**config.mk**
```make
export PLATFORM = sky130hd
export DESIGN_NAME = priority_scheduler_with_aging_flat
export DESIGN_NICKNAME = d
export VERILOG_FILES = /design/src/psa_pkg.sv /design/src/psa_if.sv /design/src/psa_ctrl.sv /design/src/psa_dp.sv /design/src/priority_scheduler_with_aging.sv /design/src/flat_wrapper.sv
export SDC_FILE = /design/constraint.sdc
export NUM_CORES = 1
export LEC_CHECK = 0
export ABC_AREA = 1
export BUFFER_PORTS_ARGS = -buffer_cell sky130_fd_sc_hd__buf_2
export CELL_PAD_IN_SITES_DETAIL_PLACEMENT = 2
export CELL_PAD_IN_SITES_GLOBAL_PLACEMENT = 2
export CORE_UTILIZATION = 25
export DETAILED_ROUTE_END_ITERATION = 6
export PLACE_DENSITY_LB_ADDON = 0.1
export SLEW_MARGIN = 40
export SYNTH_ARGS = -nofsm -noshare
export SYNTH_HDL_FRONTEND = slang
export SYNTH_HIERARCHICAL = 1
export SYNTH_SLANG_ARGS = --single-unit
```
**constraint.sdc**
```tcl
create_clock -name clk -period 5.7 [get_ports clk]
set_input_delay 1.425 -clock clk [delete_from_list [all_inputs] [get_ports clk]]
set_output_delay 1.425 -clock clk [all_outputs]
set_load 0.005 [all_outputs]
```
**src/psa_pkg.sv**
```systemverilog
// Shared types and constants for the priority scheduler with aging.
package psa_pkg;

  localparam int PRIO_W = 16;

  localparam logic CMD_CREATE = 1'b0;
  localparam logic CMD_TICK   = 1'b1;

  localparam logic [2:0] EV_CREATED  = 3'd0;
  localparam logic [2:0] EV_FULL     = 3'd1;
  localparam logic [2:0] EV_IDLE     = 3'd2;
  localparam logic [2:0] EV_RAN      = 3'd3;
  localparam logic [2:0] EV_FINISHED = 3'd4;
  localparam logic [2:0] EV_BLOCKED  = 3'd5;

  localparam logic REG_AGING_STEP  = 1'b0;
  localparam logic REG_RUN_PENALTY = 1'b1;

  typedef struct packed {
    logic         cmd;
    logic [9:0]   start_priority;
    logic [7:0]   need_time;
    logic [7:0]   run_burst;
    logic [7:0]   block_time;
  } req_t;

  typedef struct packed {
    logic [2:0]         slot_index;
    logic [2:0]         event_res;
    logic signed [15:0] priority_now;
    logic [3:0]         woken_count;
  } rsp_t;

  // Controller to datapath commands.
  typedef struct packed {
    logic load;      // capture the request
    logic scan_clr;  // start a selection scan
    logic scan_step; // compare one slot
    logic apply;     // commit the create or tick
  } psa_cmd_t;

  // Datapath to controller status.
  typedef struct packed {
    logic scan_last;
  } psa_sts_t;

  function automatic logic signed [15:0] sat16(input logic signed [17:0] v);
    if (v > 18'sd32767) return 16'sh7fff;
    else if (v < -18'sd32768) return 16'sh8000;
    else return v[15:0];
  endfunction

endpackage

```
**src/psa_if.sv**
```systemverilog
// Valid/ready channel interface carrying one payload.
interface psa_if #(parameter type T = logic) (input logic clk);
  logic valid;
  logic ready;
  T     data;
  modport source (output valid, output data, input ready);
  modport sink (input valid, input data, output ready);
endinterface

```
**src/psa_ctrl.sv**
```systemverilog
// Controller state machine for the scheduler.
module psa_ctrl (
  input  logic               clk,
  input  logic               rst,
  input  logic               in_valid,
  output logic               in_ready,
  output logic               out_valid,
  input  logic               out_ready,
  output psa_pkg::psa_cmd_t  cmd,
  input  psa_pkg::psa_sts_t  sts
);
  import psa_pkg::*;

  localparam logic [1:0] ST_IDLE = 2'd0;
  localparam logic [1:0] ST_SCAN = 2'd1;
  localparam logic [1:0] ST_APPLY = 2'd2;
  localparam logic [1:0] ST_OUT = 2'd3;

  logic [1:0] state, state_next;

  assign in_ready  = (state == ST_IDLE);
  assign out_valid = (state == ST_OUT);

  always_comb begin
    state_next = state;
    cmd = '0;
    unique case (state)
      ST_IDLE: begin
        if (in_valid) begin
          cmd.load = 1'b1;
          cmd.scan_clr = 1'b1;
          state_next = ST_SCAN;
        end
      end
      ST_SCAN: begin
        cmd.scan_step = 1'b1;
        if (sts.scan_last) state_next = ST_APPLY;
      end
      ST_APPLY: begin
        cmd.apply = 1'b1;
        state_next = ST_OUT;
      end
      ST_OUT: begin
        if (out_ready) state_next = ST_IDLE;
      end
      default: state_next = ST_IDLE;
    endcase
  end

  always_ff @(posedge clk) begin
    if (rst) state <= ST_IDLE;
    else state <= state_next;
  end
endmodule

```
**src/psa_dp.sv**
```systemverilog
// Datapath: slot table, selection scan and tick update.
module psa_dp #(
  parameter int SLOTS = 8,
  parameter int TIME_BITS = 8
) (
  input  logic              clk,
  input  logic              rst,
  input  logic              cfg_we,
  input  logic [0:0]        cfg_index,
  input  logic [3:0]        cfg_data,
  input  psa_pkg::req_t     req,
  input  psa_pkg::psa_cmd_t cmd,
  output psa_pkg::psa_sts_t sts,
  output psa_pkg::rsp_t     rsp
);
  import psa_pkg::*;

  localparam int SW = (SLOTS > 1) ? $clog2(SLOTS) : 1;
  localparam logic [TIME_BITS-1:0] TMAX = {TIME_BITS{1'b1}};

  logic [3:0] aging_step, run_penalty;
  logic [SLOTS-1:0] slot_used, slot_blocked;
  logic signed [PRIO_W-1:0] prio [SLOTS];
  logic [TIME_BITS-1:0] t_need [SLOTS], t_used [SLOTS];
  logic [TIME_BITS-1:0] b_rel [SLOTS], b_left [SLOTS];
  logic [TIME_BITS-1:0] k_rel [SLOTS], k_left [SLOTS];
  logic cur_valid;
  logic [SW-1:0] cur_slot;

  req_t r;
  logic [SW-1:0] idx;
  // Best ready, best blocked, first free, found flags.
  logic rdy_f, blk_f, free_f;
  logic [SW-1:0] rdy_s, blk_s, free_s;

  assign sts.scan_last = (idx == SW'(SLOTS - 1));

  always_ff @(posedge clk) begin
    if (rst) begin
      aging_step <= 4'd1;
      run_penalty <= 4'd3;
    end else if (cfg_we) begin
      if (cfg_index == REG_AGING_STEP) aging_step <= cfg_data;
      else run_penalty <= cfg_data;
    end
  end

  // Scan: one slot per cycle, strict greater keeps the lowest slot on ties.
  always_ff @(posedge clk) begin
    if (cmd.load) r <= req;
    if (cmd.scan_clr) begin
      idx <= '0;
      rdy_f <= 1'b0;
      blk_f <= 1'b0;
      free_f <= 1'b0;
    end else if (cmd.scan_step) begin
      if (!sts.scan_last) idx <= idx + 1'b1;
      if (!slot_used[idx]) begin
        if (!free_f) begin
          free_f <= 1'b1;
          free_s <= idx;
        end
      end else if (!slot_blocked[idx]) begin
        if (!rdy_f || prio[idx] > prio[rdy_s]) begin
          rdy_f <= 1'b1;
          rdy_s <= idx;
        end
      end else begin
        if (!blk_f || prio[idx] > prio[blk_s]) begin
          blk_f <= 1'b1;
          blk_s <= idx;
        end
      end
    end
  end

  // Tick update, computed for every slot in parallel.
  logic run_ok;
  logic [SW-1:0] rs;
  logic [SLOTS-1:0] blk_mid;
  logic signed [PRIO_W-1:0] p_run;
  logic [TIME_BITS-1:0] u_run, bl_run;
  logic [3:0] woken;
  logic fin, blk_now;

  always_comb begin
    run_ok = cur_valid || rdy_f || blk_f;
    rs = cur_valid ? cur_slot : (rdy_f ? rdy_s : blk_s);
    blk_mid = slot_blocked;
    if (!cur_valid && !rdy_f && blk_f) blk_mid[blk_s] = 1'b0;
    p_run = sat16(18'(prio[rs]) - 18'(run_penalty));
    u_run = (t_used[rs] < TMAX) ? t_used[rs] + 1'b1 : t_used[rs];
    bl_run = (b_left[rs] != '0) ? b_left[rs] - 1'b1 : b_left[rs];
    woken = '0;
    for (int i = 0; i < SLOTS; i++) begin
      if (slot_used[i] && blk_mid[i] && k_left[i] <= TIME_BITS'(1))
        woken = woken + 4'd1;
    end
    fin = (u_run >= t_need[rs]);
    blk_now = !fin && (bl_run == '0);
  end

  always_ff @(posedge clk) begin
    if (rst) begin
      slot_used <= '0;
      slot_blocked <= '0;
      cur_valid <= 1'b0;
      cur_slot <= '0;
    end else if (cmd.apply) begin
      if (r.cmd == CMD_CREATE) begin
        if (free_f) begin
          slot_used[free_s] <= 1'b1;
          slot_blocked[free_s] <= 1'b0;
        end
      end else if (run_ok) begin
        for (int i = 0; i < SLOTS; i++) begin
          if (slot_used[i] && blk_mid[i] && k_left[i] <= TIME_BITS'(1))
            slot_blocked[i] <= 1'b0;
          else slot_blocked[i] <= blk_mid[i];
        end
        if (fin) begin
          slot_used[rs] <= 1'b0;
          slot_blocked[rs] <= 1'b0;
          cur_valid <= 1'b0;
        end else if (blk_now) begin
          slot_blocked[rs] <= 1'b1;
          cur_valid <= 1'b0;
        end else begin
          cur_valid <= 1'b1;
        end
        cur_slot <= rs;
      end
    end
  end

  always_ff @(posedge clk) begin
    if (cmd.apply) begin
      if (r.cmd == CMD_CREATE) begin
        if (free_f) begin
          prio[free_s] <= PRIO_W'(r.start_priority);
          t_need[free_s] <= TIME_BITS'(r.need_time);
          t_used[free_s] <= '0;
          b_rel[free_s] <= TIME_BITS'(r.run_burst);
          b_left[free_s] <= TIME_BITS'(r.run_burst);
          k_rel[free_s] <= TIME_BITS'(r.block_time);
          k_left[free_s] <= TIME_BITS'(r.block_time);
          rsp <= '{slot_index: 3'(free_s), event_res: EV_CREATED,
                   priority_now: PRIO_W'(r.start_priority), woken_count: 4'd0};
        end else begin
          rsp <= '{slot_index: 3'd0, event_res: EV_FULL,
                   priority_now: '0, woken_count: 4'd0};
        end
      end else if (!run_ok) begin
        rsp <= '{slot_index: 3'd0, event_res: EV_IDLE,
                 priority_now: '0, woken_count: 4'd0};
      end else begin
        for (int i = 0; i < SLOTS; i++) begin
          if (slot_used[i] && !blk_mid[i] && SW'(i) != rs)
            prio[i] <= sat16(18'(prio[i]) + 18'(aging_step));
          if (slot_used[i] && blk_mid[i]) begin
            if (k_left[i] <= TIME_BITS'(1)) k_left[i] <= k_rel[i];
            else k_left[i] <= k_left[i] - 1'b1;
          end
        end
        prio[rs] <= p_run;
        t_used[rs] <= u_run;
        b_left[rs] <= blk_now ? b_rel[rs] : bl_run;
        rsp <= '{slot_index: 3'(rs),
                 event_res: fin ? EV_FINISHED : (blk_now ? EV_BLOCKED : EV_RAN),
                 priority_now: p_run, woken_count: woken};
      end
    end
  end
endmodule

```
**src/priority_scheduler_with_aging.sv**
```systemverilog
// Top level of the priority scheduler with aging.
// Each transaction is accepted in the idle state and then passes a scan of
// one slot per cycle, an update state and a state with the result on the
// port. A new transaction is taken only after the result has been taken;
// the slot scan sets the throughput.
// Synchronous active-high reset empties the table and restores the
// configuration registers to aging step 1 and run penalty 3.
module priority_scheduler_with_aging #(
  parameter int SLOTS = 8,
  parameter int TIME_BITS = 8
) (
  input logic       clk,
  input logic       rst,
  psa_if.sink       in_ch,
  psa_if.source     out_ch,
  input logic       cfg_we,
  input logic [0:0] cfg_index,
  input logic [3:0] cfg_data
);
  import psa_pkg::*;

  psa_cmd_t cmd;
  psa_sts_t sts;

  // The controller sequences capture, scan, update and result handoff.
  psa_ctrl u_ctrl (
    .clk, .rst,
    .in_valid(in_ch.valid), .in_ready(in_ch.ready),
    .out_valid(out_ch.valid), .out_ready(out_ch.ready),
    .cmd, .sts
  );

  // The datapath holds the slot table and the result register.
  psa_dp #(.SLOTS(SLOTS), .TIME_BITS(TIME_BITS)) u_dp (
    .clk, .rst, .cfg_we, .cfg_index, .cfg_data,
    .req(in_ch.data), .cmd, .sts, .rsp(out_ch.data)
  );
endmodule

```
**src/flat_wrapper.sv**
```systemverilog
// flat-port wrapper written by rule: the top's interface ports become plain ports
module priority_scheduler_with_aging_flat import psa_pkg::*;
#(
  parameter int SLOTS = 8,
  parameter int TIME_BITS = 8
)
  (clk, rst, cfg_we, cfg_index, cfg_data, in_ch_valid, in_ch_data, in_ch_ready, out_ch_valid, out_ch_data, out_ch_ready);
  psa_if #(.T(req_t)) in_ch_i (.clk(clk));
  psa_if #(.T(rsp_t)) out_ch_i (.clk(clk));
  input logic clk;
  input logic rst;
  input logic cfg_we;
  input logic [0:0] cfg_index;
  input logic [3:0] cfg_data;
  input wire logic [$bits(in_ch_i.valid)-1:0] in_ch_valid;
  input wire logic [$bits(in_ch_i.data)-1:0] in_ch_data;
  output wire logic [$bits(in_ch_i.ready)-1:0] in_ch_ready;
  output wire logic [$bits(out_ch_i.valid)-1:0] out_ch_valid;
  output wire logic [$bits(out_ch_i.data)-1:0] out_ch_data;
  input wire logic [$bits(out_ch_i.ready)-1:0] out_ch_ready;
  assign in_ch_i.valid = in_ch_valid;
  assign in_ch_i.data = in_ch_data;
  assign in_ch_ready = in_ch_i.ready;
  assign out_ch_valid = out_ch_i.valid;
  assign out_ch_data = out_ch_i.data;
  assign out_ch_i.ready = out_ch_ready;
  priority_scheduler_with_aging #(.SLOTS(SLOTS), .TIME_BITS(TIME_BITS)) u_core (.clk(clk), .rst(rst), .in_ch(in_ch_i), .out_ch(out_ch_i), .cfg_we(cfg_we), .cfg_index(cfg_index), .cfg_data(cfg_data));
endmodule
```
# After elaboration in Yosys (flattened, before gate mapping)
# Memories as Yosys holds them, arrays and structs flattened. A register that Yosys moved wholly into a read port is not among the register bits.
# Index checks and enable logic that the tools add are counted.
[totals] n_memories=7 in_bits=45 regBits=106 ramBits=512
[classes] bitwise=23 mux=306 n_eq_ne=16 order_cmp=37 n_addsub=27 reduce_logical=76
[mem_list] memory="u_core.u_dp.prio" words=8 word_bits=16 read_ports=12 rd_ports_with_merged_regs=3 wr=9 line="psa_dp.sv:23" text="logic signed [PRIO_W-1:0] prio [SLOTS];"
[mem_list] memory="u_core.u_dp.b_left" words=8 word_bits=8 read_ports=1 rd_ports_with_merged_regs=0 wr=1 line="psa_dp.sv:25" text="logic [TIME_BITS-1:0] b_rel [SLOTS], b_left [SLOTS];"
[mem_list] memory="u_core.u_dp.b_rel" words=8 word_bits=8 read_ports=1 rd_ports_with_merged_regs=0 wr=1 line="psa_dp.sv:25"
[mem_list] memory="u_core.u_dp.k_left" words=8 word_bits=8 read_ports=8 rd_ports_with_merged_regs=0 wr=8 line="psa_dp.sv:26" text="logic [TIME_BITS-1:0] k_rel [SLOTS], k_left [SLOTS];"
[mem_list] memory="u_core.u_dp.k_rel" words=8 word_bits=8 read_ports=8 rd_ports_with_merged_regs=0 wr=1 line="psa_dp.sv:26"
[mem_list] memory="u_core.u_dp.t_need" words=8 word_bits=8 read_ports=1 rd_ports_with_merged_regs=0 wr=1 line="psa_dp.sv:24" text="logic [TIME_BITS-1:0] t_need [SLOTS], t_used [SLOTS];"
[mem_list] memory="1 more memories"
[ops] operator="two-way mux 16 bit" count=51
[ops] operator="two-way mux 1 bit" count=198
[ops] operator="two-way mux 8 bit" count=24
[ops] operator="> comparator 17 x 16 -> 1 bit (second input constant)" count=9
[ops] operator="< comparator 17 x 16 -> 1 bit (second input constant)" count=9
[ops] operator="adder 16 x 5 -> 17 bit" count=8
[ops] operator="two-way mux 26 bit" count=3
[ops] operator="subtractor 8 x 1 -> 8 bit (second input constant)" count=9
[ops] operator="<= comparator 8 x 1 -> 1 bit (second input constant)" count=8
[ops] operator="logical AND 1 bit" count=38
[ops] operator="two-way mux 3 bit" count=12
[ops] operator="AND 8 bit" count=4
[ops] operator="> comparator 16 bit" count=2
[ops] operator="adder 4 x 1 -> 4 bit (second input constant)" count=7
[ops] operator="two-way mux 4 bit" count=7
[ops] operator="NOT 8 bit" count=3
[ops] operator="OR reduction 8 bit" count=3
[ops] operator="subtractor 16 x 5 -> 17 bit" count=1
[ops] operator="< comparator 3 x 4 -> 1 bit (second input constant)" count=4
[ops] operator="OR 8 bit" count=2
[ops] operator="AND reduction 4 bit" count=4
[ops] operator="OR reduction 16 bit" count=1
[ops] operator="logical NOT 1 bit" count=12
[ops] operator="!= test 3 bit (first input constant)" count=4
[ops] operator="27 further kinds" count=62

# Longest topological paths before layout
# Gate-level depths: netlist of run 1.
[depth] word_depth=26 mapped_depth=34 depth_no_buf=33

# Hierarchy
# Netlist of run 1, hierarchy kept.
[by_module_without_submodules] module="psa_dp" n_inst=1 area_each_um2=36751.5 cells_each=4336
[by_module_without_submodules] module="psa_ctrl" n_inst=1 area_each_um2=186.4 cells_each=27

# Least setup slack after synthesis of run 1
# OpenSTA, ideal clock, no wires.
[synth_path] kind="register to register" start="memory u_core.u_dp.k_left[1][0]" end="register u_core/u_dp/rsp[1] in the netlist's numbering, data pin" t_arrival_ns=4.767 path_stages_with_launch=30 setup_slack_ns=0.679 required_time_ns=5.446 synth_period_minus_slack_ns=5.021 path_buffers=0 cell_sequence="edfxtp_1 inv_1 ha_1 inv_1 a211oi_1 inv_1 nor2_1 inv_1 ha_1 inv_1 nand2_1 nand2_1 inv_1 ha_1 nand2_1 nand2_1 ha_1 nand2_1 nand2_1 ha_1 or2_2 nand2_1 inv_1 ha_1 nand2_1 o21ai_0 ha_1 o21ai_0 o21bai_1 inv_1"
[synth_rtl] element="start, declared" line="psa_dp.sv:26"
[synth_rtl] element="end signal, assigned" line="psa_dp.sv:147" text="rsp <= '{slot_index: 3'(free_s), event_res: EV_CREATED,"
[synth_rtl] element="end signal, assigned" line="psa_dp.sv:150" text="rsp <= '{slot_index: 3'd0, event_res: EV_FULL,"
[synth_rtl] element="end signal, assigned" line="psa_dp.sv:154" text="rsp <= '{slot_index: 3'd0, event_res: EV_IDLE,"
[synth_rtl] element="end, declared" line="psa_dp.sv:14" text="output psa_pkg::rsp_t rsp"

# Final worst setup path of run 1
[layout_path] start="register u_core.u_dp.cur_valid" end="register u_core.u_dp.slot_used[3]"
[layout_between] elab_chain_cells=10 elab_cells_between_ends=22 classes_between="1 x add/sub; 4 x order compare; 2 x eq/ne; 7 x mux; 2 x bitwise; 4 x reduce/logical; 2 x memory"
[layout_rtl] element="start, declared" line="psa_dp.sv:27" text="logic cur_valid;"
[layout_rtl] element="start signal, assigned" line="psa_dp.sv:107" text="cur_valid <= 1'b0;"
[layout_rtl] element="start signal, assigned" line="psa_dp.sv:124" text="cur_valid <= 1'b0;"
[layout_rtl] element="start signal, assigned" line="psa_dp.sv:127" text="cur_valid <= 1'b0;"
[layout_rtl] element="parallel branches: the longest is 10 deep, another holds memory (8 x 8 bit)"
[layout_rtl] element="end signal, assigned" line="psa_dp.sv:105" text="slot_used <= '0;"
[layout_rtl] element="end signal, assigned by index" line="psa_dp.sv:112" text="slot_used[free_s] <= 1'b1;"
[layout_rtl] element="end signal, assigned by index" line="psa_dp.sv:122" text="slot_used[rs] <= 1'b0;"
[layout_rtl] element="end, declared" line="psa_dp.sv:22" text="logic [SLOTS-1:0] slot_used, slot_blocked;"
# Parallel ways; which one is timed is not known. The select of a mux whose other input is x is not followed.
# A chain may end at the register's enable or synchronous reset.

==> results of run 1 <==
-- synthesized netlist by cell type, types with 3 or more instances --
cell / count / area (um2)
sky130_fd_sc_hd__ha_1: 108 / 1350
sky130_fd_sc_hd__buf_6: 14 / 158
sky130_fd_sc_hd__nand3_2: 11 / 110
sky130_fd_sc_hd__fa_1: 9 / 180
sky130_fd_sc_hd__a21boi_0: 3 / 22.5
sky130_fd_sc_hd__inv_1: 387 / 1450
sky130_fd_sc_hd__o21a_1: 10 / 75.1
sky130_fd_sc_hd__nand4_1: 52 / 325
sky130_fd_sc_hd__a221oi_1: 12 / 105
sky130_fd_sc_hd__o211ai_1: 45 / 338
sky130_fd_sc_hd__dfxtp_1: 45 / 901
sky130_fd_sc_hd__buf_2: 20 / 100
sky130_fd_sc_hd__edfxtp_1: 582 / 17500
sky130_fd_sc_hd__a41oi_1: 5 / 43.8
sky130_fd_sc_hd__o32ai_1: 3 / 26.3
sky130_fd_sc_hd__or2_2: 15 / 93.8
sky130_fd_sc_hd__o31ai_1: 8 / 60.1
sky130_fd_sc_hd__xnor2_1: 26 / 228
sky130_fd_sc_hd__xor2_1: 57 / 499
sky130_fd_sc_hd__clkbuf_1: 128 / 480
sky130_fd_sc_hd__a21oi_1: 325 / 1630
sky130_fd_sc_hd__nand3b_1: 8 / 60.1
sky130_fd_sc_hd__nand2_1: 1090 / 4090
sky130_fd_sc_hd__o21ai_0: 431 / 2160
sky130_fd_sc_hd__buf_4: 6 / 45.0
sky130_fd_sc_hd__nand3_1: 346 / 1730
sky130_fd_sc_hd__o221ai_1: 8 / 70.1
sky130_fd_sc_hd__nor3_1: 52 / 260
sky130_fd_sc_hd__buf_1: 21 / 78.8
sky130_fd_sc_hd__inv_2: 10 / 37.5
sky130_fd_sc_hd__a22oi_1: 85 / 638
sky130_fd_sc_hd__a31oi_1: 36 / 225
sky130_fd_sc_hd__o21ai_1: 3 / 15.0
sky130_fd_sc_hd__a211oi_1: 17 / 128
sky130_fd_sc_hd__nor2_1: 293 / 1100
sky130_fd_sc_hd__nor2_2: 7 / 43.8
sky130_fd_sc_hd__nor4_1: 8 / 50.1
sky130_fd_sc_hd__o22ai_1: 23 / 144
sky130_fd_sc_hd__nand2_2: 13 / 81.3
sky130_fd_sc_hd__and3_1: 4 / 25.0
sky130_fd_sc_hd__clkinv_1: 11 / 41.3
-- state kept, by name, indices dropped and copies added, names as in the netlist, 4 cells and up, named ones only --
name,cells
u_core/u_dp/aging_step,4
u_core/u_dp/b_left,64
u_core/u_dp/b_rel,64
u_core/u_dp/k_left,64
u_core/u_dp/k_rel,64
u_core/u_dp/prio,128
u_core/u_dp/r,35
u_core/u_dp/rsp,26
u_core/u_dp/run_penalty,4
u_core/u_dp/slot_blocked,8
u_core/u_dp/slot_used,8
u_core/u_dp/t_need,64
u_core/u_dp/t_used,64
-- report_power, final --
group          internal, mW  leakage (nW)  switching (mW)
clock                  2.91          1.28            2.25
combinational          2.00          10.1            5.07
sequential             5.45          5.59           0.270
-- logic make-up (layout without fill, tap and decap cells) --
family | count (synthesis) | in the layout
buffers and inverters | 598 | 795
adders and majority gates | 117 | 117
DFF | 627 | 627
and+or+nand+nor | 1913 | 1913
xor gates and xnor gates | 83 | 83
AOI/OAI and AO/OA | 1025 | 1025
-- worst max-delay path, delay by kind of cell (launching register included) --
kind                       cells  cell delay (ns)
and+or+nand+nor               13             2.09
buffers and inverters          8             1.32
DFF                            1             0.42
AOI/OAI and AO/OA              6             1.07
adders and majority gates      1             0.30
-- stage by stage --
step / hold WS [ns] / total power, mW
2_1_floorplan: 0.435 / 9.76
6_report: 0.484 / 18.0
3_5_place_dp: 0.476 / 12.9
5_1_grt: 0.514 / 19.0
4_1_cts: 0.486 / 18.2
3_3_place_gp: 0.472 / 12.8
-- routing by layer --
layer	track usage [%]	wire (um)	vias up
li1	-	-	15409
met1	29.2	76900	16842
met2	40.0	83800	486
met3	2.36	4330	233
met4	7.38	5720	2
met5	0	17	-
-- how the worst max path moves through the flow --
stage | end | slack [ns] | cells after the start
after CTS | u_core/u_dp/b_left[4][1] | 0.12 | 27
after global routing | u_core/u_dp/b_left[7][0] | 0.02 | 27
final | u_core/u_dp/slot_used[3] | 0.44 | 28
after global placement | u_core/u_dp/b_left[5][4] | 0.28 | 27
after detailed placement | u_core/u_dp/b_left[2][1] | 0.18 | 28
after floorplan | u_core/u_dp/rsp[1] | 0.68 | 29
-- area by class of cell --
class / instances / area share, %
flip-flops and latches: 627 / 42.7
multi-input cells: 3138 / 38.0
well taps: 1917 / 5.57
clock buffers: 106 / 5.14
repair buffers: 234 / 4.05
inverters: 409 / 3.57
clock inverters: 46 / 1.02
-- timing repair --
item	in CTS	in global routing
hold buffers	0	0
endpoints found under the setup margin	0	59
resized for setup	0	10
==> flow_metrics.env, run 1 <==
export IMPL_layout_drive_gt1_share_pct=10.3
export IMPL_port_buf_inserts=72
export IMPL_synth_cell_types=58
export IMPL_antennaDiodeCount=0
export IMPL_path_class="reg2reg"
export IMPL_cp_startpoint="u_core/u_dp/cur_valid"
export IMPL_finalHoldViolCount=0
export IMPL_die_width_um=386
export IMPL_cp_data_required_time_ns=6.34
export IMPL_fill_cells=16694
export IMPL_post_dp_hpwl_um=126000
export IMPL_total_area_of_multi_input_combinational_cells_um2=16300
export IMPL_tns_ns=0
export IMPL_placed_insts=6325
export IMPL_final_min_period_over_clock_period_pct=92.2
export IMPL_grt_setup_unrepaired="no"
export IMPL_grt_first_pass_wirelength_um=248000
export IMPL_drt_antenna_violating_nets=0
export IMPL_transition_time_at_the_pin_with_the_least_slew_margin_ns=0.876
export IMPL_row_count=140
export IMPL_remaining_drc_errors=0
export IMPL_final_area_um2=43100
export IMPL_ir_worst_vdd_uv=230
export IMPL_numClockSinks=627
export IMPL_ports=73
export IMPL_clock_latency_ns=0.71
export IMPL_timing_hold_worst_class="reg2reg"
export IMPL_worst_hold_path_endpoint="u_core/u_dp/cur_slot[0]"
export IMPL_design_die_area_um2=149000
export IMPL_path_clk_slew_ns=0.06
export IMPL_cts_buffers=82
export IMPL_detail_route_wl_per_cell_um=26.4
export IMPL_mappedNetlistNets=4525
export IMPL_tritoncts="built"
export IMPL_slowest_stage="sky130_fd_sc_hd__dfxtp_1"
export IMPL_mostFrequentLayoutCell="sky130_fd_sc_hd__nand2_1"
export IMPL_slack_of_the_worst_reg_to_reg_path_ns=0.44
export IMPL_max_cap_violations=0
export IMPL_regArea_um2=18400
export IMPL_postCtsSetupBuffers=0
export IMPL_globalRouteTotalUtil_pct=22.8
export IMPL_combinational_family_with_the_most_area_after_synthesis="simple AND/OR/NAND/NOR gates"
export IMPL_cp_slowest_stage_delay_ns=0.42
export IMPL_synth_compound_gate_area_share_pct=15.7
export IMPL_placeableCoreArea_um2=146000
export IMPL_timing_fmax_mhz=190
export IMPL_cts_root_buf="sky130_fd_sc_hd__clkbuf_16"
export IMPL_worst_r2r_path_depth=28
export IMPL_critPathCaptureType="register"
export IMPL_synth_ff_type="sky130_fd_sc_hd__edfxtp_1"
export IMPL_powerDensity_nw_per_um2=417
export IMPL_clock_skew_ns=0.0478
export IMPL_place_gp_congestion=0.854
export IMPL_synthCells=4363
export IMPL_synth_enable_flop_cells=582
export IMPL_syn_avg_cell_area_um2=8.47
export IMPL_finish_cell_count_without_fillers=6477
export IMPL_crit_path_frequent_cell="sky130_fd_sc_hd__nand2_1"
export IMPL_synth_simple_gate_area_share_pct=22.0
export IMPL_mostFrequentLayoutCells="sky130_fd_sc_hd__nand2_1, sky130_fd_sc_hd__edfxtp_1, sky130_fd_sc_hd__o21ai_0"
export IMPL_worst_path_max_fanout=35
export IMPL_grt_start_max_net_pins=77
export IMPL_worst_endpoint_arrival_ns=5.90
export IMPL_areaGrowthSynthToFinish_pct=16.6
export IMPL_yosys_area_share_xor_xnor_pct=1.97
export IMPL_clockBufferDepth=3
export IMPL_r2r_start="u_core/u_dp/cur_valid"
export IMPL_power_leakage_nw=17.0
export IMPL_initial_util_pct=25.3
export IMPL_place_area_um2=40400
export IMPL_hold_critical_path_depth=2
export IMPL_run_status="finished clean"
export IMPL_layout_nets=4654
export IMPL_finalSetupViolations=0
export IMPL_via_count_of_the_first_global_routing_pass=35298
export IMPL_synth_warning_count=6
export IMPL_worstReg2RegEnd="u_core/u_dp/slot_used[3]"
export IMPL_hold_start="u_core/u_dp/cur_slot[0]"
export IMPL_synth_seq_cells=627
export IMPL_die_y_um=386
export IMPL_share_of_the_yosys_chip_area_belonging_to_registers_pct=49.8
export IMPL_synth_mux_area_fraction_pct=0
export IMPL_synthAdderAreaFrac_pct=4.15
export IMPL_fin_util_pct=29.5
export IMPL_drt_wl_total_um=171000
export IMPL_post_drt_via_cell_ratio=5.09
export IMPL_slew_violations=0
export IMPL_overflow=0
export IMPL_post_route_min_period_ns=5.26
export IMPL_dr_first_iter_drc_count=1711
export IMPL_firstDrtPassIters=7
export IMPL_timing_max_slew_rel_slack_pct=41.4
export IMPL_grt_antenna_before_repair=2
export IMPL_clock_tree_htree_level_count=3
export IMPL_synthArstFlopShare_pct=0
export IMPL_dr_total_vias=32972
export IMPL_synth_cell_area_um2=36900
export IMPL_post_place_setup_slack_ns=0.181
export IMPL_worst_slack_ns=0.442
export IMPL_worst_setup_path_start_kind="register"
No activity file was read; power rests on OpenSTA's default activity.
==> inputs of run 2 (changes only) <==
--- a/config.mk
+++ b/config.mk
@@ -6,7 +6,7 @@
 export NUM_CORES = 1
 export LEC_CHECK = 0
 export ABC_AREA = 1
-export BUFFER_PORTS_ARGS = -buffer_cell sky130_fd_sc_hd__buf_2
+export BUFFER_PORTS_ARGS = -buffer_cell sky130_fd_sc_hd__buf_4
 export CELL_PAD_IN_SITES_DETAIL_PLACEMENT = 2
 export CELL_PAD_IN_SITES_GLOBAL_PLACEMENT = 2
 export CORE_UTILIZATION = 25
==> run 2 against run 1 <==
Die area unchanged; register-to-register slack better by 0.06 ns; flip-flop and latch count unchanged; clock power up 5.8%; fmax up 1.1%; first-iteration DRC count down 0.47%; total power up 2.2%; critical path type unchanged.
==> flow_metrics.env, run 2 (same netlist as run 1, synthesis figures left out) <==
export IMPL_post_route_min_period_ns=5.20
export IMPL_die_y_um=386
export IMPL_clockBufferDepth=3
export IMPL_row_count=140
export IMPL_timing_fmax_mhz=192
export IMPL_mostFrequentLayoutCells="sky130_fd_sc_hd__nand2_1, sky130_fd_sc_hd__edfxtp_1, sky130_fd_sc_hd__o21ai_0"
export IMPL_seq_power_share_pct=31.2
export IMPL_worst_path_max_fanout=4
export IMPL_layout_drive_gt1_share_pct=10.6
export IMPL_grt_setup_unrepaired="no"
export IMPL_transition_time_at_the_pin_with_the_least_slew_margin_ns=0.855
export IMPL_final_min_period_over_clock_period_pct=91.2
export IMPL_grt_start_max_net_pins=76
export IMPL_power_leakage_nw=17.1
export IMPL_power_switching_mw=7.62
export IMPL_placeableCoreArea_um2=146000
export IMPL_route_met3_wl_um=5160
export IMPL_grt_first_pass_wirelength_um=248000
export IMPL_placed_insts=6330
export IMPL_worst_endpoint_arrival_ns=5.64
export IMPL_cell_internal_pwr_mw=10.7
export IMPL_remaining_drc_errors=0
export IMPL_place_area_um2=40600
export IMPL_share_clk_of_total_power_pct=29.8
export IMPL_largest_register="u_core/u_dp/prio"
export IMPL_fin_util_pct=29.8
export IMPL_worst_setup_path_start_kind="register"
export IMPL_clock_tree_htree_level_count=3
export IMPL_clock_latency_ns=0.71
export IMPL_globalRouteTotalUtil_pct=22.8
export IMPL_post_dp_hpwl_um=127000
export IMPL_overflow=0
export IMPL_slew_violations=0
export IMPL_layout_nets=4660
export IMPL_ports=73
export IMPL_areaGrowthSynthToFinish_pct=17.7
export IMPL_finalHoldViolCount=0
export IMPL_grt_antenna_before_repair=1
export IMPL_tns_ns=0
export IMPL_critPathCaptureType="register"
export IMPL_max_cap_violations=0
export IMPL_clock_skew_ns=0.0620
export IMPL_finalSetupViolations=0
export IMPL_cp_data_required_time_ns=6.14
export IMPL_port_buf_inserts=72
export IMPL_worst_slack_ns=0.499
export IMPL_postCtsSetupBuffers=0
export IMPL_powerDensity_nw_per_um2=422
export IMPL_final_area_um2=43500
export IMPL_run_status="finished clean"
export IMPL_post_place_setup_slack_ns=0.396
export IMPL_drt_wl_total_um=171000
export IMPL_mostFrequentLayoutCell="sky130_fd_sc_hd__nand2_1"
export IMPL_number_of_flip_flops_under_the_largest_register_name=128
export IMPL_firstDrtPassIters=5
export IMPL_post_drt_via_cell_ratio=5.12
export IMPL_drt_antenna_violating_nets=0
export IMPL_place_gp_congestion=0.856
export IMPL_fraction_of_power_spent_switching_nets_pct=41.5
export IMPL_tritoncts="built"
export IMPL_cts_buffers=83
export IMPL_pwr_share_comb_pct=39.0
export IMPL_path_class="reg2reg"
export IMPL_cts_root_buf="sky130_fd_sc_hd__clkbuf_16"
export IMPL_ir_worst_vdd_uv=256
export IMPL_via_count_of_the_first_global_routing_pass=35414
export IMPL_routedLengthMet1_um=75800
export IMPL_timing_max_slew_rel_slack_pct=43.0
export IMPL_highest_layer="met5"
export IMPL_die_width_um=386
export IMPL_design_die_area_um2=149000
export IMPL_dr_first_iter_drc_count=1703
export IMPL_numClockSinks=627
export IMPL_path_clk_slew_ns=0.06
export IMPL_dr_total_vias=33200
export IMPL_routed_wl_met2_um=83800
export IMPL_detail_route_wl_per_cell_um=26.4
export IMPL_initial_util_pct=25.3
export IMPL_timing_hold_worst_class="reg2reg"
export IMPL_finish_cell_count_without_fillers=6489
-- run 2: changes by cell type in the layout (fill, tap and decap cells not counted), sizes merged --
cell	change
buf	+5
clkbuf	-3
clkinv	-2
inv	+2
diode	+4
bufinv	+7
clkinvlp	-1
-- run 2: layout make-up --
cell class	count	area, um2
timing repair buffer	239	1980
inverter	409	1540
clock buffer	103	2170
sequential	627	18400
clock inverter	52	632
multi-input combinational	3138	16400
tap	1917	2400
antenna	4	10.0
fill	16645	103000
-- run 2: path summary, 6_finish.rpt --
kind / start / to / slack, ns / cells past startpoint
setup / recovery: u_core/u_dp/k_left[0][6] / u_core/u_dp/rsp[1] / 0.50 / 27
hold / removal: u_core/u_dp/cur_slot[0] / u_core/u_dp/cur_slot[0] / 0.50 / 2
setup reg to reg: u_core/u_dp/k_left[0][6] / u_core/u_dp/rsp[1] / 0.50 / 27
hold reg to reg: u_core/u_dp/cur_slot[0] / u_core/u_dp/cur_slot[0] / 0.50 / 2
-- run 2: through the flow --
stage | total power, mW | hold WS, ns
after detailed placement | 13.1 | 0.485
after CTS | 18.6 | 0.494
after global placement | 13.0 | 0.477
final | 18.3 | 0.499
after floorplan | 9.76 | 0.435
after global routing | 19.4 | 0.545
-- run 2: critical path, stage by stage, from the launching register on --
cell and delay (ns):
sky130_fd_sc_hd__edfxtp_1 0.42, sky130_fd_sc_hd__or4_1 0.56, sky130_fd_sc_hd__a211oi_2 0.20, sky130_fd_sc_hd__inv_1 0.12, sky130_fd_sc_hd__nor2_1 0.15, sky130_fd_sc_hd__inv_1 0.08
sky130_fd_sc_hd__ha_1 0.34, sky130_fd_sc_hd__inv_1 0.07, sky130_fd_sc_hd__nand2_1 0.05, sky130_fd_sc_hd__nand2_1 0.10, sky130_fd_sc_hd__inv_1 0.06, sky130_fd_sc_hd__ha_1 0.26
sky130_fd_sc_hd__nand2_1 0.07, sky130_fd_sc_hd__nand2_1 0.09, sky130_fd_sc_hd__ha_1 0.30, sky130_fd_sc_hd__nand2_1 0.09, sky130_fd_sc_hd__nand2_1 0.08, sky130_fd_sc_hd__ha_1 0.29
sky130_fd_sc_hd__or2_2 0.29, sky130_fd_sc_hd__nand2_1 0.10, sky130_fd_sc_hd__inv_1 0.05, sky130_fd_sc_hd__ha_1 0.28, sky130_fd_sc_hd__nand2_1 0.06, sky130_fd_sc_hd__o21ai_0 0.15
sky130_fd_sc_hd__ha_1 0.34, sky130_fd_sc_hd__o21ai_0 0.15, sky130_fd_sc_hd__o21bai_1 0.13, sky130_fd_sc_hd__inv_1 0.05
-- run 2: what timing repair did --
item                                    CTS  global route
endpoints found under the setup margin    0            57
hold buffers                              0             0
resized for setup                         0             9
-- run 2: per-layer routing --
metal	GRT usage (%)	vias up
li1	-	15467
met1	28.9	16974
met2	39.9	543
met3	2.52	214
met4	8.00	2
met5	0	-
-- run 2: power by group through the flow --
stage / logic (mW) / registers [mW] / clock network, mW
3_5_place_dp: 7.24 / 5.82 / 0
2_1_floorplan: 4.09 / 5.67 / 0
3_3_place_gp: 7.14 / 5.81 / 0
6_report: 7.16 / 5.72 / 5.46
5_1_grt: 7.84 / 5.74 / 5.78
4_1_cts: 7.27 / 5.72 / 5.63
==> inputs of run 3 (changes only) <==
--- a/config.mk
+++ b/config.mk
@@ -5,7 +5,6 @@
 export SDC_FILE = /design/constraint.sdc
 export NUM_CORES = 1
 export LEC_CHECK = 0
-export ABC_AREA = 1
 export BUFFER_PORTS_ARGS = -buffer_cell sky130_fd_sc_hd__buf_4
 export CELL_PAD_IN_SITES_DETAIL_PLACEMENT = 2
 export CELL_PAD_IN_SITES_GLOBAL_PLACEMENT = 2
==> run 3 against run 2 <==
Fmax is 2.9% lower; flip-flop and latch count stayed put; critical path depth is 6 lower; largest power group is now sequential cells.
==> flow_metrics.env, run 3 <==
export IMPL_run_status="finished clean"
export IMPL_powerDensity_nw_per_um2=292
export IMPL_row_count=138
export IMPL_synthCells=2903
export IMPL_die_width_um=380
export IMPL_timing_hold_worst_class="reg2reg"
export IMPL_share_clk_of_total_power_pct=41.6
export IMPL_largest_register="u_core/u_dp/prio"
export IMPL_synth_area_top_cells="sky130_fd_sc_hd__edfxtp_1, sky130_fd_sc_hd__mux4_2, sky130_fd_sc_hd__ha_1"
export IMPL_grt_antenna_before_repair=3
export IMPL_synth_enable_flop_cells=582
export IMPL_design_die_area_um2=145000
export IMPL_tns_ns=0
export IMPL_worst_path_max_fanout=3
export IMPL_grt_first_pass_wirelength_um=219000
export IMPL_final_area_um2=42500
export IMPL_overflow=0
export IMPL_syn_avg_cell_area_um2=12.3
export IMPL_firstDrtPassIters=5
export IMPL_worst_setup_path_start_kind="register"
export IMPL_place_area_um2=39700
export IMPL_synth_seq_cells=627
export IMPL_via_count_of_the_first_global_routing_pass=29097
export IMPL_mostFrequentLayoutCell="sky130_fd_sc_hd__edfxtp_1"
export IMPL_path_clk_slew_ns=0.06
export IMPL_transition_time_at_the_pin_with_the_least_slew_margin_ns=0.884
export IMPL_post_drt_via_cell_ratio=5.24
export IMPL_finalSetupViolations=0
export IMPL_timing_fmax_mhz=187
export IMPL_timing_max_slew_rel_slack_pct=41.0
export IMPL_slew_violations=0
export IMPL_seq_power_share_pct=45.7
export IMPL_cts_buffers=82
export IMPL_cp_data_required_time_ns=6.12
export IMPL_synth_warning_count=6
export IMPL_worst_endpoint_arrival_ns=5.78
export IMPL_share_of_the_yosys_chip_area_belonging_to_registers_pct=51.3
export IMPL_post_route_min_period_ns=5.35
export IMPL_clock_tree_htree_level_count=3
export IMPL_cts_root_buf="sky130_fd_sc_hd__clkbuf_16"
export IMPL_placeableCoreArea_um2=142000
export IMPL_grt_start_max_net_pins=63
export IMPL_port_buf_inserts=72
export IMPL_finish_cell_count_without_fillers=5058
export IMPL_synth_cell_area_um2=35800
export IMPL_finalHoldViolCount=0
export IMPL_layout_drive_gt1_share_pct=21.4
export IMPL_placed_insts=4893
export IMPL_fraction_of_power_spent_switching_nets_pct=27.8
export IMPL_dr_total_vias=26522
export IMPL_areaGrowthSynthToFinish_pct=18.7
export IMPL_pwr_share_comb_pct=12.6
export IMPL_critPathCaptureType="register"
export IMPL_fill_cells=15034
export IMPL_place_gp_congestion=0.927
export IMPL_clock_skew_ns=0.0519
export IMPL_ports=73
export IMPL_synth_ff_type="sky130_fd_sc_hd__edfxtp_1"
export IMPL_fin_worst_hold_slack_ns=0.471
export IMPL_clock_latency_ns=0.71
export IMPL_mostFrequentLayoutCells="sky130_fd_sc_hd__edfxtp_1, sky130_fd_sc_hd__nand2_1, sky130_fd_sc_hd__buf_4"
export IMPL_remaining_drc_errors=0
export IMPL_synth_top_area_cell="sky130_fd_sc_hd__edfxtp_1"
export IMPL_power_switching_mw=3.46
export IMPL_path_class="reg2reg"
export IMPL_max_cap_violations=0
export IMPL_holdBufCountCts=0
export IMPL_synth_cell_types=90
export IMPL_grt_setup_unrepaired="no"
export IMPL_synth_cells_most_frequent="sky130_fd_sc_hd__edfxtp_1, sky130_fd_sc_hd__nand2_1, sky130_fd_sc_hd__mux4_2, sky130_fd_sc_hd__nor2_1, sky130_fd_sc_hd__o21ai_0"
export IMPL_die_y_um=380
export IMPL_tritoncts="built"
export IMPL_synthArstFlopShare_pct=0
export IMPL_synth_largest_type_area_fraction_pct=48.8
export IMPL_final_min_period_over_clock_period_pct=93.9
export IMPL_power_leakage_nw=15.0
export IMPL_clockBufferDepth=3
export IMPL_initial_util_pct=25.3
export IMPL_post_dp_hpwl_um=113000
export IMPL_yosys_cell_count_top_type="sky130_fd_sc_hd__edfxtp_1"
export IMPL_cell_internal_pwr_mw=8.96
export IMPL_drt_antenna_violating_nets=0
export IMPL_ir_worst_vdd_uv=261
export IMPL_fin_util_pct=30.0
export IMPL_mappedNetlistNets=3065
export IMPL_globalRouteTotalUtil_pct=20.9
export IMPL_dr_first_iter_drc_count=1576
export IMPL_numClockSinks=627
export IMPL_layout_nets=3258
export IMPL_number_of_flip_flops_under_the_largest_register_name=128
export IMPL_detail_route_wl_per_cell_um=30.1
export IMPL_drt_wl_total_um=152000
## run 3: cell count changes after synthesis, sizes merged, moves of 31 or more
| cell | previous run | this run |
|---|---|---|
| nand3 | 357 | 71 |
| nor2 | 302 | 187 |
| o21ai | 438 | 206 |
| a22oi | 85 | 6 |
| mux4 | 0 | 187 |
| inv | 397 | 67 |
| mux2i | 0 | 103 |
| xnor2 | 26 | 88 |
| mux2 | 0 | 39 |
| a21oi | 325 | 142 |
| clkbuf | 128 | 97 |
| nand2b | 0 | 42 |
| nand2 | 1106 | 296 |
## run 3: logic make-up after synthesis
kind of cell | count (synthesis) | share of synthesized area, %
AND/OR/NAND/NOR | 842 | 11.3
flip-flops | 627 | 51.3
AO/OA/AOI/OAI | 597 | 10.4
multiplexers | 329 | 15.9
buffers and inverters | 228 | 2.70
XOR/XNOR | 163 | 4.06
adder cells (fa/ha/maj) | 117 | 4.28
## run 3: metal layers
layer | global-route usage, % | wire, um | part of all wire (%) | up-vias
met2 | 35.5 | 74500 | 49 | 544
met5 | 0 | 13 | 0.0085 | -
met1 | 26.8 | 66500 | 44 | 14152
met4 | 8.67 | 6550 | 4.3 | 2
met3 | 2.58 | 4760 | 3.1 | 219
li1 | - | - | - | 11605
## run 3: worst paths after layout
path                               from                         end  slack, ns  depth (start not counted)
max            u_core/u_dp/k_left[1][1]          u_core/u_dp/rsp[2]       0.35                         21
min          u_core/u_dp/run_penalty[2]  u_core/u_dp/run_penalty[2]       0.47                          2
max reg2reg    u_core/u_dp/k_left[1][1]          u_core/u_dp/rsp[2]       0.35                         21
min reg2reg  u_core/u_dp/run_penalty[2]  u_core/u_dp/run_penalty[2]       0.47                          2
## run 3: worst max-delay path: stages (launching register included)
cell and delay, ns:
sky130_fd_sc_hd__edfxtp_1 0.38, sky130_fd_sc_hd__inv_1 0.09, sky130_fd_sc_hd__ha_1 0.18, sky130_fd_sc_hd__o21ai_1 0.10
sky130_fd_sc_hd__or4_1 0.45, sky130_fd_sc_hd__inv_1 0.13, sky130_fd_sc_hd__nand3_1 0.19, sky130_fd_sc_hd__ha_1 0.36
sky130_fd_sc_hd__xor2_1 0.18, sky130_fd_sc_hd__ha_1 0.30, sky130_fd_sc_hd__mux2_2 0.30, sky130_fd_sc_hd__ha_1 0.32
sky130_fd_sc_hd__mux2_2 0.28, sky130_fd_sc_hd__ha_1 0.29, sky130_fd_sc_hd__mux2_2 0.28, sky130_fd_sc_hd__ha_1 0.31
sky130_fd_sc_hd__mux2_2 0.28, sky130_fd_sc_hd__ha_1 0.20, sky130_fd_sc_hd__nand2_1 0.07, sky130_fd_sc_hd__xor2_1 0.19
sky130_fd_sc_hd__xnor2_1 0.15, sky130_fd_sc_hd__nor2_1 0.05
## run 3: power groups by stage
stage          clock network, mW  logic, mW  registers [mW]
2_1_floorplan                  0      0.912            5.56
3_3_place_gp                   0       1.49            5.80
3_5_place_dp                   0       1.57            5.79
4_1_cts                     5.35       1.58            5.70
5_1_grt                     5.49       1.69            5.71
6_report                    5.17       1.57            5.68
## run 3: metrics by stage
| step | worst slack [ns] | power (mW) |
|---|---|---|
| floorplan | 0.358 | 6.48 |
| global placement | 0.257 | 7.29 |
| detailed placement | 0.184 | 7.37 |
| CTS | 0.149 | 12.6 |
| global route | 0.00360 | 12.9 |
| finish | 0.347 | 12.4 |
## run 3: timing repair
item	in CTS	in global routing
buffers inserted	0	7
endpoints found under the setup margin	0	52
resized for setup	0	5
## run 3: cell type report
cell class	count	area (um2)	share of cell area, %
sequential	627	18400	43.3
multi-input combinational	2048	16700	39.2
tap	1890	2360	5.56
clock buffer	107	2230	5.24
timing repair buffer	268	2130	5.02
clock inverter	44	447	1.05
inverter	69	262	0.615
antenna	5	12.5	0.0294
